$ cat config.mk
export PLATFORM = sky130hd
export DESIGN_NAME = mhgo_ctrl
export DESIGN_NICKNAME = d
export VERILOG_FILES = /design/src/rtl/core/mhgo_pkg.sv /design/src/rtl/core/mhgo_ctrl.sv
export SDC_FILE = /design/constraint.sdc
export NUM_CORES = 1
export LEC_CHECK = 0
export BUFFER_PORTS_ARGS = -buffer_cell sky130_fd_sc_hd__clkbuf_2
export CORE_AREA = 8 8 55 57
export DETAILED_ROUTE_END_ITERATION = 6
export DIE_AREA = 0 0 63 65
export SLEW_MARGIN = 40
export SYNTH_ARGS = -nofsm -noshare
export SYNTH_HDL_FRONTEND = slang
export SYNTH_SLANG_ARGS = --single-unit
$ cat constraint.sdc
create_clock -name i_clk -period 1.95 [get_ports i_clk]
set_input_delay 0.2925 -clock i_clk [delete_from_list [all_inputs] [get_ports i_clk]]
set_output_delay 0.2925 -clock i_clk [all_outputs]
set_load 0.02 [all_outputs]
$ cat src/rtl/core/mhgo_pkg.sv
package mhgo_pkg;

    localparam int VALUE_W  = 32;
    localparam int KEY_W    = 49;
    localparam int OFFSET_W = 48;
    localparam int OP_W     = 2;
    localparam int STATUS_W = 2;
    localparam int TDATA_IN_W  = 32;
    localparam int TDATA_OUT_W = 56;

    localparam logic [OP_W-1:0] OP_INSERT = 2'd0;
    localparam logic [OP_W-1:0] OP_ADD    = 2'd1;
    localparam logic [OP_W-1:0] OP_POP    = 2'd2;

    localparam logic [STATUS_W-1:0] ST_OK    = 2'd0;
    localparam logic [STATUS_W-1:0] ST_EMPTY = 2'd1;
    localparam logic [STATUS_W-1:0] ST_FULL  = 2'd2;

    typedef struct packed {
        logic load;
        logic add_off;
        logic set_empty;
        logic set_full;
        logic ins_start;
        logic pop_read;
        logic pop_take;
        logic emit;
        logic up_read;
        logic up_move;
        logic dn_read;
        logic dn_move;
        logic wr_key;
    } t_cmd;

    typedef struct packed {
        logic op_insert;
        logic op_add;
        logic count_zero;
        logic count_full;
        logic out_free;
        logic res_sift;
        logic pos_zero;
        logic left_out;
        logic up_swap;
        logic dn_swap;
    } t_status;

endpackage

$ cat src/rtl/core/mhgo_ctrl.sv
module mhgo_ctrl (
    input  logic              i_clk,
    input  logic              i_rst_n,
    input  logic              i_valid,
    input  mhgo_pkg::t_status i_status,
    output logic              o_ready,
    output mhgo_pkg::t_cmd    o_cmd
);

    typedef enum logic [7:0] {
        S_IDLE     = 8'b0000_0001,
        S_EXEC     = 8'b0000_0010,
        S_POP_TAKE = 8'b0000_0100,
        S_EMIT     = 8'b0000_1000,
        S_UP_READ  = 8'b0001_0000,
        S_UP_CMP   = 8'b0010_0000,
        S_DN_READ  = 8'b0100_0000,
        S_DN_CMP   = 8'b1000_0000
    } t_state;

    t_state r_state;
    t_state n_state;

    always_ff @(posedge i_clk) begin
        if (!i_rst_n) begin
            r_state <= S_IDLE;
        end else begin
            r_state <= n_state;
        end
    end

    assign o_ready = (r_state == S_IDLE);

    always_comb begin
        n_state = r_state;
        o_cmd   = '0;
        case (r_state)
            S_IDLE: begin
                if (i_valid) begin
                    o_cmd.load = 1'b1;
                    n_state    = S_EXEC;
                end
            end
            S_EXEC: begin
                if (i_status.op_add) begin
                    o_cmd.add_off = 1'b1;
                    n_state       = S_IDLE;
                end else if (i_status.op_insert) begin
                    if (i_status.count_full) begin
                        o_cmd.set_full = 1'b1;
                        n_state        = S_EMIT;
                    end else begin
                        o_cmd.ins_start = 1'b1;
                        n_state         = S_UP_READ;
                    end
                end else if (i_status.count_zero) begin
                    o_cmd.set_empty = 1'b1;
                    n_state         = S_EMIT;
                end else begin
                    o_cmd.pop_read = 1'b1;
                    n_state        = S_POP_TAKE;
                end
            end
            S_POP_TAKE: begin
                o_cmd.pop_take = 1'b1;
                n_state        = S_EMIT;
            end
            S_EMIT: begin
                if (i_status.out_free) begin
                    o_cmd.emit = 1'b1;
                    n_state    = i_status.res_sift ? S_DN_READ : S_IDLE;
                end
            end
            S_UP_READ: begin
                if (i_status.pos_zero) begin
                    o_cmd.wr_key = 1'b1;
                    n_state      = S_IDLE;
                end else begin
                    o_cmd.up_read = 1'b1;
                    n_state       = S_UP_CMP;
                end
            end
            S_UP_CMP: begin
                if (i_status.up_swap) begin
                    o_cmd.up_move = 1'b1;
                    n_state       = S_UP_READ;
                end else begin
                    o_cmd.wr_key = 1'b1;
                    n_state      = S_IDLE;
                end
            end
            S_DN_READ: begin
                if (i_status.left_out) begin
                    o_cmd.wr_key = 1'b1;
                    n_state      = S_IDLE;
                end else begin
                    o_cmd.dn_read = 1'b1;
                    n_state       = S_DN_CMP;
                end
            end
            S_DN_CMP: begin
                if (i_status.dn_swap) begin
                    o_cmd.dn_move = 1'b1;
                    n_state       = S_DN_READ;
                end else begin
                    o_cmd.wr_key = 1'b1;
                    n_state      = S_IDLE;
                end
            end
            default: begin
                n_state = S_IDLE;
            end
        endcase
    end

endmodule

Word-level counts from Yosys, hierarchy flattened
Index checks and enable logic that the tools add are counted.
Operators by class
  equality and inequality tests: 10
  mux-type cells: 40
  reduce and logical (&&, ||, !) cells: 1
Operators with widths (count)
  $pmux 8 s8: 1
  $mux 8: 5
  $mux 1: 24
  $mux 5: 3
  $mux 7: 2
  $eq 8x1->1 const B: 1
  $eq 8x2->1 const B: 1
  $eq 8x3->1 const B: 1
  $eq 8x4->1 const B: 1
  $eq 8x5->1 const B: 1
  $eq 8x6->1 const B: 1
  $eq 8x7->1 const B: 1
  $eq 8x8->1 const B: 1
  $mux 4: 2
  $mux 6: 1
  $ne 2x2->1 const B: 2
  $pmux 1 s4: 1
  $mux 2: 1
  $reduce_and 2->1: 1
Word-level totals
  register bits after elaboration: 8
  input bits: 13
  output and inout port bits: 14
  word-level logic and storage cells: 52

Longest topological paths before layout
Gate-level depths: netlist (run 1).
  depth in word-level cells: 4
  depth in mapped cells: 6
  mapped depth without buffers: 5

Worst setup path before layout (run 1)
No wires, ideal clock.
  path kind: register -> output
  from: register r_state[4]
  to: output port o_cmd[12] (netlist name)
  arrival: 1.516 ns
  data required time: 1.657 ns
  slack: 0.141 ns
  stages on the path, launching flop included: 7
  path buffers: 1
  path through: dfxtp_1 buf_6 or3_4 nor4_4 nand3b_1 inv_1 and2_1
RTL lines
  start: declaration: RTL line mhgo_ctrl.sv:21  | t_state r_state;
  start signal: assignment: RTL line mhgo_ctrl.sv:28  | r_state <= n_state;
  end: declaration: RTL line mhgo_ctrl.sv:7  | output mhgo_pkg::t_cmd o_cmd

==> flow_summary.json, run 1 <==
{
  "reg_top3": "r_state: 8 flops",
  "hold_class": "in -> reg",
  "cp-end-kind": "output port",
  "coreArea_sq_um": 2150,
  "grt_util_all_layers_pct": 8.05,
  "synth_fp_nets": 82,
  "status": "complete, but fails checks",
  "fin_crit_sh_pct": 101,
  "cts_tree": "yes",
  "startpoint_type": "flop",
  "die_x_um": 63,
  "cts_root_buf": "clkbuf_4",
  "area_growth_pct": 46.5,
  "netlist_top_cells_count": "8 x dfxtp_1, 6 x nor2_1, 4 x and2_1, 4 x and3_1, 4 x nand3b_1",
  "regArea_sq_um": 170,
  "m1WireLength_um": 809,
  "die_area_sq_um": 4100,
  "hpwl_mm": 1.40,
  "report.final.setup_viol": 1,
  "ys_types": 36,
  "grt_max_degree": 9,
  "drcViolationCount": 0,
  "nNetsFinal": 117,
  "crit_chain": "or3_4 > nor4_4 > nand3b_1 > inv_2 > and2_4 > clkbuf_8",
  "synth_top_cell_by_area": "dfxtp_1",
  "clk_pin_slew_ns": 0.05,
  "dieHeight_um": 65,
  "vias": 629,
  "violations": "negative setup slack",
  "drv_slew": 0,
  "required_ns": 1.66,
  "wl_per_cell_um": 13.0,
  "final_util_pct": 42.7,
  "routed.top_layer": "met4",
  "tightest_slew_ns": 0.327,
  "fin_ws_ns": -0.0141,
  "syn_area_per_cell_sq_um": 9.08,
  "yosysMostFrequentCell": "dfxtp_1",
  "rows": 17,
  "p_leak_nw": 0.407,
  "multiInputGateArea_sq_um": 472,
  "max_stage_delay_ns": 0.39,
  "clkPwrFrac_pct": 30.1,
  "insertion_delay_ns": 0.24,
  "route.met3.wl_um": 84,
  "pwr-share-seq_pct": 44.6,
  "slew_headroom_pct": 78.2,
  "drive_gt1_share_pct": 57.8,
  "p_per_area_nw_per_um2": 440,
  "cts_buffers": 3,
  "grt_antenna_before_repair": 0,
  "port_buffers": 26,
  "ant_nets": 0,
  "num_io_pins": 27,
  "combPwrFrac_pct": 25.3,
  "internal_power_mw": 0.289,
  "drt_iter0_drc": 15,
  "max_freq_ghz": 0.509,
  "ir_worst_vdd_mv": 0.331,
  "synth-edff-count": 0,
  "nFillCells": 212,
  "hold_violations": 0,
  "path_class": "reg -> out",
  "n_antenna_cell": 0,
  "netlist.area_leader.share_pct": 25.5,
  "hold_buffers": 0,
  "power_switching_mw": 0.115,
  "critPathArrivalTime_ns": 1.67,
  "htreeDepth": 1,
  "gr-total-overflow": 0,
  "yosys-top-cells-area": "dfxtp_1 26%, nor4b_2 7.2%, nor4_4 6.8%",
  "period_minus_slack_ns": 1.96,
  "gp_congestion": 0.778,
  "start_util_pct": 29.2,
  "cap_violations": 0,
  "largest_reg_flops": 8,
  "max_flop_register": "r_state",
  "slowest_stage": "or3_4",
  "fin_area_sq_um": 918,
  "grt_pass1_wl_mm": 2.77,
  "drt-total-wl_mm": 1.69,
  "wl_met2_um": 776,
  "hold-worst-slack_ns": 0.308,
  "cts_buffer_depth": 2,
  "fin_skew_ns": 0.00168,
  "grt_setup_unrepaired": "yes",
  "synth-async-reset-ratio_pct": 0,
  "grt_pass1_vias": 631,
  "cp_max_fo": 4,
  "dr.pass1.iters": 4,
  "ys.flop_type": "dfxtp_1",
  "cp_top_family": "simple AND/OR/NAND/NOR gates",
  "synth_seq_area_share_pct": 25.5,
  "syn_inst": 69,
  "synth-warning-count": 0,
  "synth_area_sq_um": 627,
  "critPathBufInv": 2,
  "ys_ff_latch": 8,
  "placed_cell_area_sq_um": 783,
  "clock_sinks": 8,
  "sw_frac_of_total_pct": 28.5,
  "viasPerCell": 4.84
}
## placed cells by master, fill, tap and decap left out, types with 2 or more instances in the layout
cell / n
nor4b_4: 2
and3_1: 4
nor3_2: 3
nand2_1: 3
nand3b_1: 4
clkbuf_4: 3
dfxtp_1: 2
dfxtp_2: 5
buf_4: 10
clkbuf_2: 20
a21oi_1: 2
o211ai_1: 2
nor4_4: 2
clkbuf_8: 2
nor2_1: 6
inv_1: 2
and2_1: 3
## through the flow
stage	total power, mW	worst slack (ns)	setup TNS [ns]	cells
4_1_cts	0.405	-0.0331	-0.0471	129
2_1_floorplan	0.234	0.141	0	69
6_report	0.404	-0.0141	-0.0141	130
3_3_place_gp	0.268	0.199	0	122
5_1_grt	0.430	-0.115	-0.359	130
3_5_place_dp	0.269	0.177	0	122
## power groups by stage
stage / clock, mW / combinational, mW / sequential (mW)
2_1_floorplan: 0 / 0.0579 / 0.176
3_3_place_gp: 0 / 0.0850 / 0.183
3_5_place_dp: 0 / 0.0858 / 0.183
4_1_cts: 0.128 / 0.0978 / 0.179
5_1_grt: 0.137 / 0.112 / 0.181
6_report: 0.121 / 0.102 / 0.180
## final timing paths
check	from	to	slack, ns	cells after the start
worst min-delay path	i_valid	r_state[1]	0.31	2
worst max-delay path	r_state[4]	o_cmd[12]	-0.01	6
worst min register to register	r_state[7]	r_state[6]	0.61	2
worst max register to register	r_state[4]	r_state[0]	0.33	6
## layout make-up
cell class | instances | share of cell area [%]
Sequential cell | 8 | 18.5
Tap cell | 28 | 3.81
Inverter | 3 | 1.23
Multi-Input combinational cell | 55 | 51.4
Timing Repair Buffer | 33 | 22.6
Clock buffer | 3 | 2.45
## routing by layer
| metal | global-route usage [%] | vias to the layer above |
|---|---|---|
| li1 | - | 330 |
| met1 | 9.27 | 277 |
| met2 | 13.8 | 20 |
| met3 | 1.55 | 2 |
| met4 | 4.27 | 0 |
| met5 | 0 | - |
## cells by family after synthesis
kind of cell	count (synthesis)	synth area share (%)
flip-flops	8	25.5
AND/OR/NAND/NOR	42	52.5
buffers and inverters	6	5.59
AO/OA/AOI/OAI	11	13.6
XOR/XNOR	2	2.79
## what timing repair did
action | CTS | global route
buffers inserted | 4 | 1
resized for setup | 12 | 13
endpoints found under the setup margin | 5 | 13
pin swaps | 1 | 4
Note: power is estimated with default switching activity, not from simulation.
==> run 2: changes to the inputs <==
Settings changed: ABC_AREA set to 1, CORE_AREA 8 8 55 57 to 8 8 57 59, DIE_AREA 0 0 63 65 to 0 0 65 67, RECOVER_POWER set to 50.
==> flow_summary.json, run 2 <==
{
  "status": "completed",
  "reg_top3": "r_state: 8 flops",
  "final_common_cell": "nand2_1",
  "synthAdderAreaFrac_pct": 0,
  "fin_crit_sh_pct": 86.1,
  "reg2reg_to": "r_state[0]",
  "nFillCells": 267,
  "hold_class": "in -> reg",
  "reg2reg_setup_slack_ns": 0.66,
  "synth_seq_area_share_pct": 23.4,
  "coreArea_sq_um": 2360,
  "wl_per_cell_um": 10.1,
  "drv_slew": 0,
  "synth-edff-count": 0,
  "synth_compound_area_share_pct": 4.58,
  "ir_worst_vdd_mv": 0.214,
  "ys_types": 19,
  "dp_cells": 165,
  "synthMuxAreaShare_pct": 0,
  "yosysMostFrequentCell": "nand2_1",
  "cts_setup_buffers": 0,
  "drcViolationCount": 0,
  "num_io_pins": 27,
  "hold_buffers": 0,
  "synth_area_sq_um": 683,
  "grt_antenna_before_repair": 0,
  "report.final.setup_viol": 0,
  "cp_top_family": "simple AND/OR/NAND/NOR gates",
  "clock_sinks": 8,
  "hold_violations": 0,
  "dr.pass1.iters": 4,
  "final_cells": 168,
  "rows": 18,
  "clk_pin_slew_ns": 0.06,
  "largest_reg_flops": 8,
  "insertion_delay_ns": 0.25,
  "synth-warning-count": 0,
  "gp_congestion": 0.896,
  "cp_max_fo": 8,
  "die_x_um": 65,
  "critPathBufInv": 3,
  "cp-end-kind": "output port",
  "nNetsFinal": 153,
  "holdPathEnd": "r_state[5]",
  "tightest_slew_ns": 0.256,
  "grt_pass1_vias": 749,
  "final_cell_mix": "28 x nand2_1, 23 x clkbuf_2, 18 x inv_1",
  "fin_skew_ns": 0.00160,
  "drt_iter0_drc": 25,
  "ant_nets": 0,
  "cts_tree": "yes",
  "p_leak_nw": 0.472,
  "synth_top_cell_by_area": "dfxtp_1",
  "startpoint_type": "flop",
  "n_antenna_cell": 0,
  "drt-total-wl_mm": 1.71,
  "slowest_stage": "dfxtp_1",
  "min_delay_path_depth": 2,
  "hp-start": "i_status[3]",
  "ys.flop_type": "dfxtp_1",
  "hpwl_mm": 1.51,
  "vias": 732,
  "viasPerCell": 4.36,
  "required_ns": 1.66,
  "setup_tns_ns": 0,
  "p_per_area_nw_per_um2": 458,
  "period_minus_slack_ns": 1.68,
  "die_area_sq_um": 4360,
  "path_class": "reg -> out",
  "cts_root_buf": "clkbuf_4",
  "netlist.area_leader.share_pct": 23.4,
  "critPathArrivalTime_ns": 1.39,
  "drive_gt1_share_pct": 31.9,
  "syn_inst": 109,
  "grt_pass1_wl_mm": 2.90,
  "yosys-top-cells-area": "dfxtp_1 23%, nand2_1 14%, inv_1 9.3%",
  "max_freq_ghz": 0.595,
  "cts_resized": 0,
  "synth_xor_area_share_pct": 0,
  "htreeDepth": 1,
  "synthSimpleGateAreaFrac_pct": 59.3,
  "port_buffers": 26,
  "cts_buffers": 3,
  "netlist_top_cells_count": "26 x nand2_1, 17 x inv_1, 17 x nor2_1, 10 x nand3_1, 8 x dfxtp_1",
  "reg2reg_from": "r_state[1]",
  "crit_chain": "inv_1 > nand2_1 > nor2_8 > nand3_1 > nand2_1 > nor2_1 > inv_1 > clkbuf_2",
  "synth-async-reset-ratio_pct": 0,
  "grt_util_all_layers_pct": 8.28,
  "max_stage_delay_ns": 0.33,
  "syn_area_per_cell_sq_um": 6.27,
  "area_growth_pct": 26.6,
  "start_util_pct": 28.9,
  "cap_violations": 0,
  "gr-total-overflow": 0,
  "max_flop_register": "r_state",
  "grt_setup_unrepaired": "no",
  "reg2regPathDepth": 10,
  "synth_top_family_by_area": "simple AND/OR/NAND/NOR gates",
  "synth_fp_nets": 122,
  "ys_ff_latch": 8,
  "cts_buffer_depth": 2,
  "grt_max_degree": 9,
  "dieHeight_um": 67,
  "slew_headroom_pct": 82.9
}
## run 2: cell types whose count changed in the layout (fill, tap and decap cells not counted), sizes merged, moves of 9 or more
| cell | previous run | this run |
|---|---|---|
| nand3 | 1 | 10 |
| nor2 | 7 | 24 |
| inv | 3 | 23 |
| buf | 11 | 0 |
| nand2 | 4 | 32 |
## run 2: logic make-up after synthesis
logic type,count (synthesis)
DFF,8
AOI/OAI and AO/OA,5
buffers and inverters,23
and+or+nand+nor,73
## run 2: area by class of cell
type,count,area [sq um],area share [%]
repair buffers,26,126,14.6
well taps,30,37.5,4.34
inverters,23,86.3,9.99
clock buffers,3,22.5,2.60
flip-flops and latches,8,160,18.5
multi-input cells,78,432,49.9
## run 2: report_power, final
| group | leakage, nW | total [mW] | internal (mW) | switching (mW) |
|---|---|---|---|---|
| combinational | 0.393 | 0.0967 | 0.0324 | 0.0643 |
| sequential | 0.0649 | 0.171 | 0.168 | 0.00231 |
| clock | 0.0138 | 0.129 | 0.0706 | 0.0581 |
| total | 0.472 | 0.396 | 0.271 | 0.125 |
## run 2: per-stage QoR
step,cell area (sq um),hold WS (ns),util [%],setup slack [ns],total power [mW]
4_1_cts,873,0.230,36.9,0.271,0.405
2_1_floorplan,683,0.371,-,0.501,0.243
6_report,865,0.234,36.6,0.270,0.396
5_1_grt,865,0.234,36.6,0.137,0.418
3_3_place_gp,851,0.503,36.0,0.588,0.276
3_5_place_dp,851,0.502,36.0,0.558,0.276
## run 2: worst max-delay path by stage
| stage | start | endpoint | slack, ns | depth (start not counted) |
|---|---|---|---|---|
| after floorplan | r_state[7] | o_cmd[7] | 0.50 | 5 |
| after global placement | r_state[7] | o_cmd[7] | 0.59 | 6 |
| after detailed placement | r_state[6] | o_cmd[7] | 0.56 | 6 |
| after CTS | r_state[6] | o_cmd[7] | 0.27 | 6 |
| after global routing | r_state[1] | o_cmd[0] | 0.14 | 8 |
| final | r_state[1] | o_cmd[0] | 0.27 | 8 |
## run 2: per-layer routing
| metal | GRT usage [%] | vias up | share of wire (%) |
|---|---|---|---|
| li1 | - | 388 | - |
| met1 | 9.42 | 314 | 46 |
| met2 | 13.9 | 25 | 47 |
| met3 | 1.34 | 5 | 3.9 |
| met4 | 5.72 | 0 | 3.0 |
| met5 | 0 | - | 0 |
==> run 3: changes to the inputs <==
Settings changed: SKIP_LAST_GASP set to 1.
Clock period 1.95 ns to 1.35 ns, I/O delays scaled along.
==> flow_summary.json, run 3 (synthesis gave the netlist of run 2 again) <==
{
  "grt_util_all_layers_pct": 9.39,
  "fin_ws_ns": -0.152,
  "ant_nets": 0,
  "rows": 18,
  "gp_congestion": 0.762,
  "sw_frac_of_total_pct": 32.0,
  "cts_root_buf": "clkbuf_4",
  "total_power_mw": 0.603,
  "grt_max_degree": 9,
  "drcViolationCount": 0,
  "hold_buffers": 0,
  "final_common_cell": "nand2_1",
  "num_io_pins": 27,
  "nNetsFinal": 156,
  "clk_pin_slew_ns": 0.06,
  "dp_cells": 165,
  "coreArea_sq_um": 2360,
  "drive_gt1_share_pct": 49.6,
  "max_freq_ghz": 0.666,
  "hold_class": "in -> reg",
  "viasPerCell": 4.51,
  "insertion_delay_ns": 0.25,
  "cts_tree": "yes",
  "cts_buffer_depth": 2,
  "critPathArrivalTime_ns": 1.30,
  "drt_iter0_drc": 9,
  "p_leak_nw": 0.517,
  "cp_max_fo": 8,
  "slowest_stage": "dfxtp_2",
  "internal_power_mw": 0.410,
  "pwr-share-seq_pct": 41.1,
  "wl_per_cell_um": 11.7,
  "largest_reg_flops": 8,
  "p_per_area_nw_per_um2": 585,
  "status": "complete, but fails checks",
  "final_cells": 171,
  "final_cell_mix": "25 x nand2_1, 13 x inv_1, 12 x clkbuf_2",
  "slew_headroom_pct": 83.7,
  "htreeDepth": 1,
  "reg_top3": "r_state: 8 flops",
  "dr.pass1.iters": 4,
  "grt_antenna_before_repair": 0,
  "startpoint_type": "flop",
  "cts_buffers": 3,
  "gr-total-overflow": 0,
  "max_stage_delay_ns": 0.33,
  "area_growth_pct": 50.9,
  "clock_sinks": 8,
  "hold_violations": 0,
  "grt_setup_unrepaired": "yes",
  "report.final.setup_viol": 14,
  "violations": "negative setup slack",
  "cp-end-kind": "output port",
  "drv_slew": 0,
  "combPwrFrac_pct": 29.0,
  "die_x_um": 65,
  "n_antenna_cell": 0,
  "hpwl_mm": 1.60,
  "grt_pass1_wl_mm": 3.24,
  "fin_crit_sh_pct": 111,
  "tightest_slew_ns": 0.243,
  "crit_chain": "inv_4 > nand2_8 > nor2_8 > nand3_1 > nand2_1 > nor2_2 > inv_1 > clkbuf_8",
  "power_switching_mw": 0.193,
  "vias": 772,
  "final_util_pct": 43.6,
  "grt_pass1_vias": 803,
  "die_area_sq_um": 4360,
  "path_class": "reg -> out",
  "period_minus_slack_ns": 1.50,
  "port_buffers": 26,
  "cap_violations": 0,
  "dieHeight_um": 67,
  "clkPwrFrac_pct": 29.9,
  "ir_worst_vdd_mv": 0.257,
  "fin_skew_ns": 0.00686,
  "start_util_pct": 28.9,
  "required_ns": 1.15,
  "max_flop_register": "r_state",
  "drt-total-wl_mm": 2.00
}
[run 3: changes by cell type in the layout (fill, tap and decap cells not counted), sizes merged]
cell / before / now
clkbuf: 29 / 27
buf: 0 / 5
[run 3: through the flow]
stage / area [sq um] / setup TNS, ns / hold slack (ns) / setup slack [ns]
5_1_grt: 1030 / -3.00 / 0.158 / -0.242
3_3_place_gp: 856 / 0 / 0.402 / 0.0658
6_report: 1030 / -1.78 / 0.149 / -0.152
2_1_floorplan: 688 / 0 / 0.281 / 0.125
4_1_cts: 997 / -1.82 / 0.141 / -0.147
3_5_place_dp: 856 / 0 / 0.409 / 0.0770
[run 3: timing repair]
item / CTS / global route
pin swaps: 6 / 7
cloned: 0 / 0
hold endpoints to repair: 0 / 0
setup buffers: 3 / 1
endpoints found under the setup margin: 14 / 16
gates resized for setup: 31 / 14
[run 3: critical path: cells and delay by family, from the launching register on]
| family | cells | cell delay, ns |
|---|---|---|
| AND/OR/NAND/NOR | 5 | 0.45 |
| flip-flops | 1 | 0.33 |
| buffers and inverters | 3 | 0.27 |
[run 3: final cells by class]
| cell class | count | area (sq um) |
|---|---|---|
| Timing Repair Buffer | 29 | 235 |
| Fill cell | 261 | 1330 |
| Inverter | 23 | 91.3 |
| Sequential cell | 8 | 165 |
| Multi-Input combinational cell | 78 | 479 |
| Tap cell | 30 | 37.5 |
| Clock buffer | 3 | 22.5 |
[run 3: power groups by stage]
stage               registers, mW  logic [mW]  clock network [mW]
floorplan                   0.251       0.101                   0
global placement            0.251       0.149                   0
detailed placement          0.251       0.151                   0
CTS                         0.248       0.168               0.185
global route                0.248       0.191               0.197
finish                      0.248       0.175               0.180
[run 3: path summary, 6_finish.rpt]
check	start	end	slack, ns	cells past startpoint
min	i_status[2]	r_state[7]	0.15	2
max	r_state[3]	o_cmd[0]	-0.15	8
max reg2reg	r_state[4]	r_state[0]	0.01	11
min reg2reg	r_state[0]	r_state[1]	0.62	4
[run 3: metal layers]
layer	share of wire (%)	routed length, um	GRT usage, %
met5	0	0	0
met4	1.8	36	6.54
met3	3.9	77	1.68
met2	51	1010	16.1
met1	44	871	10.3
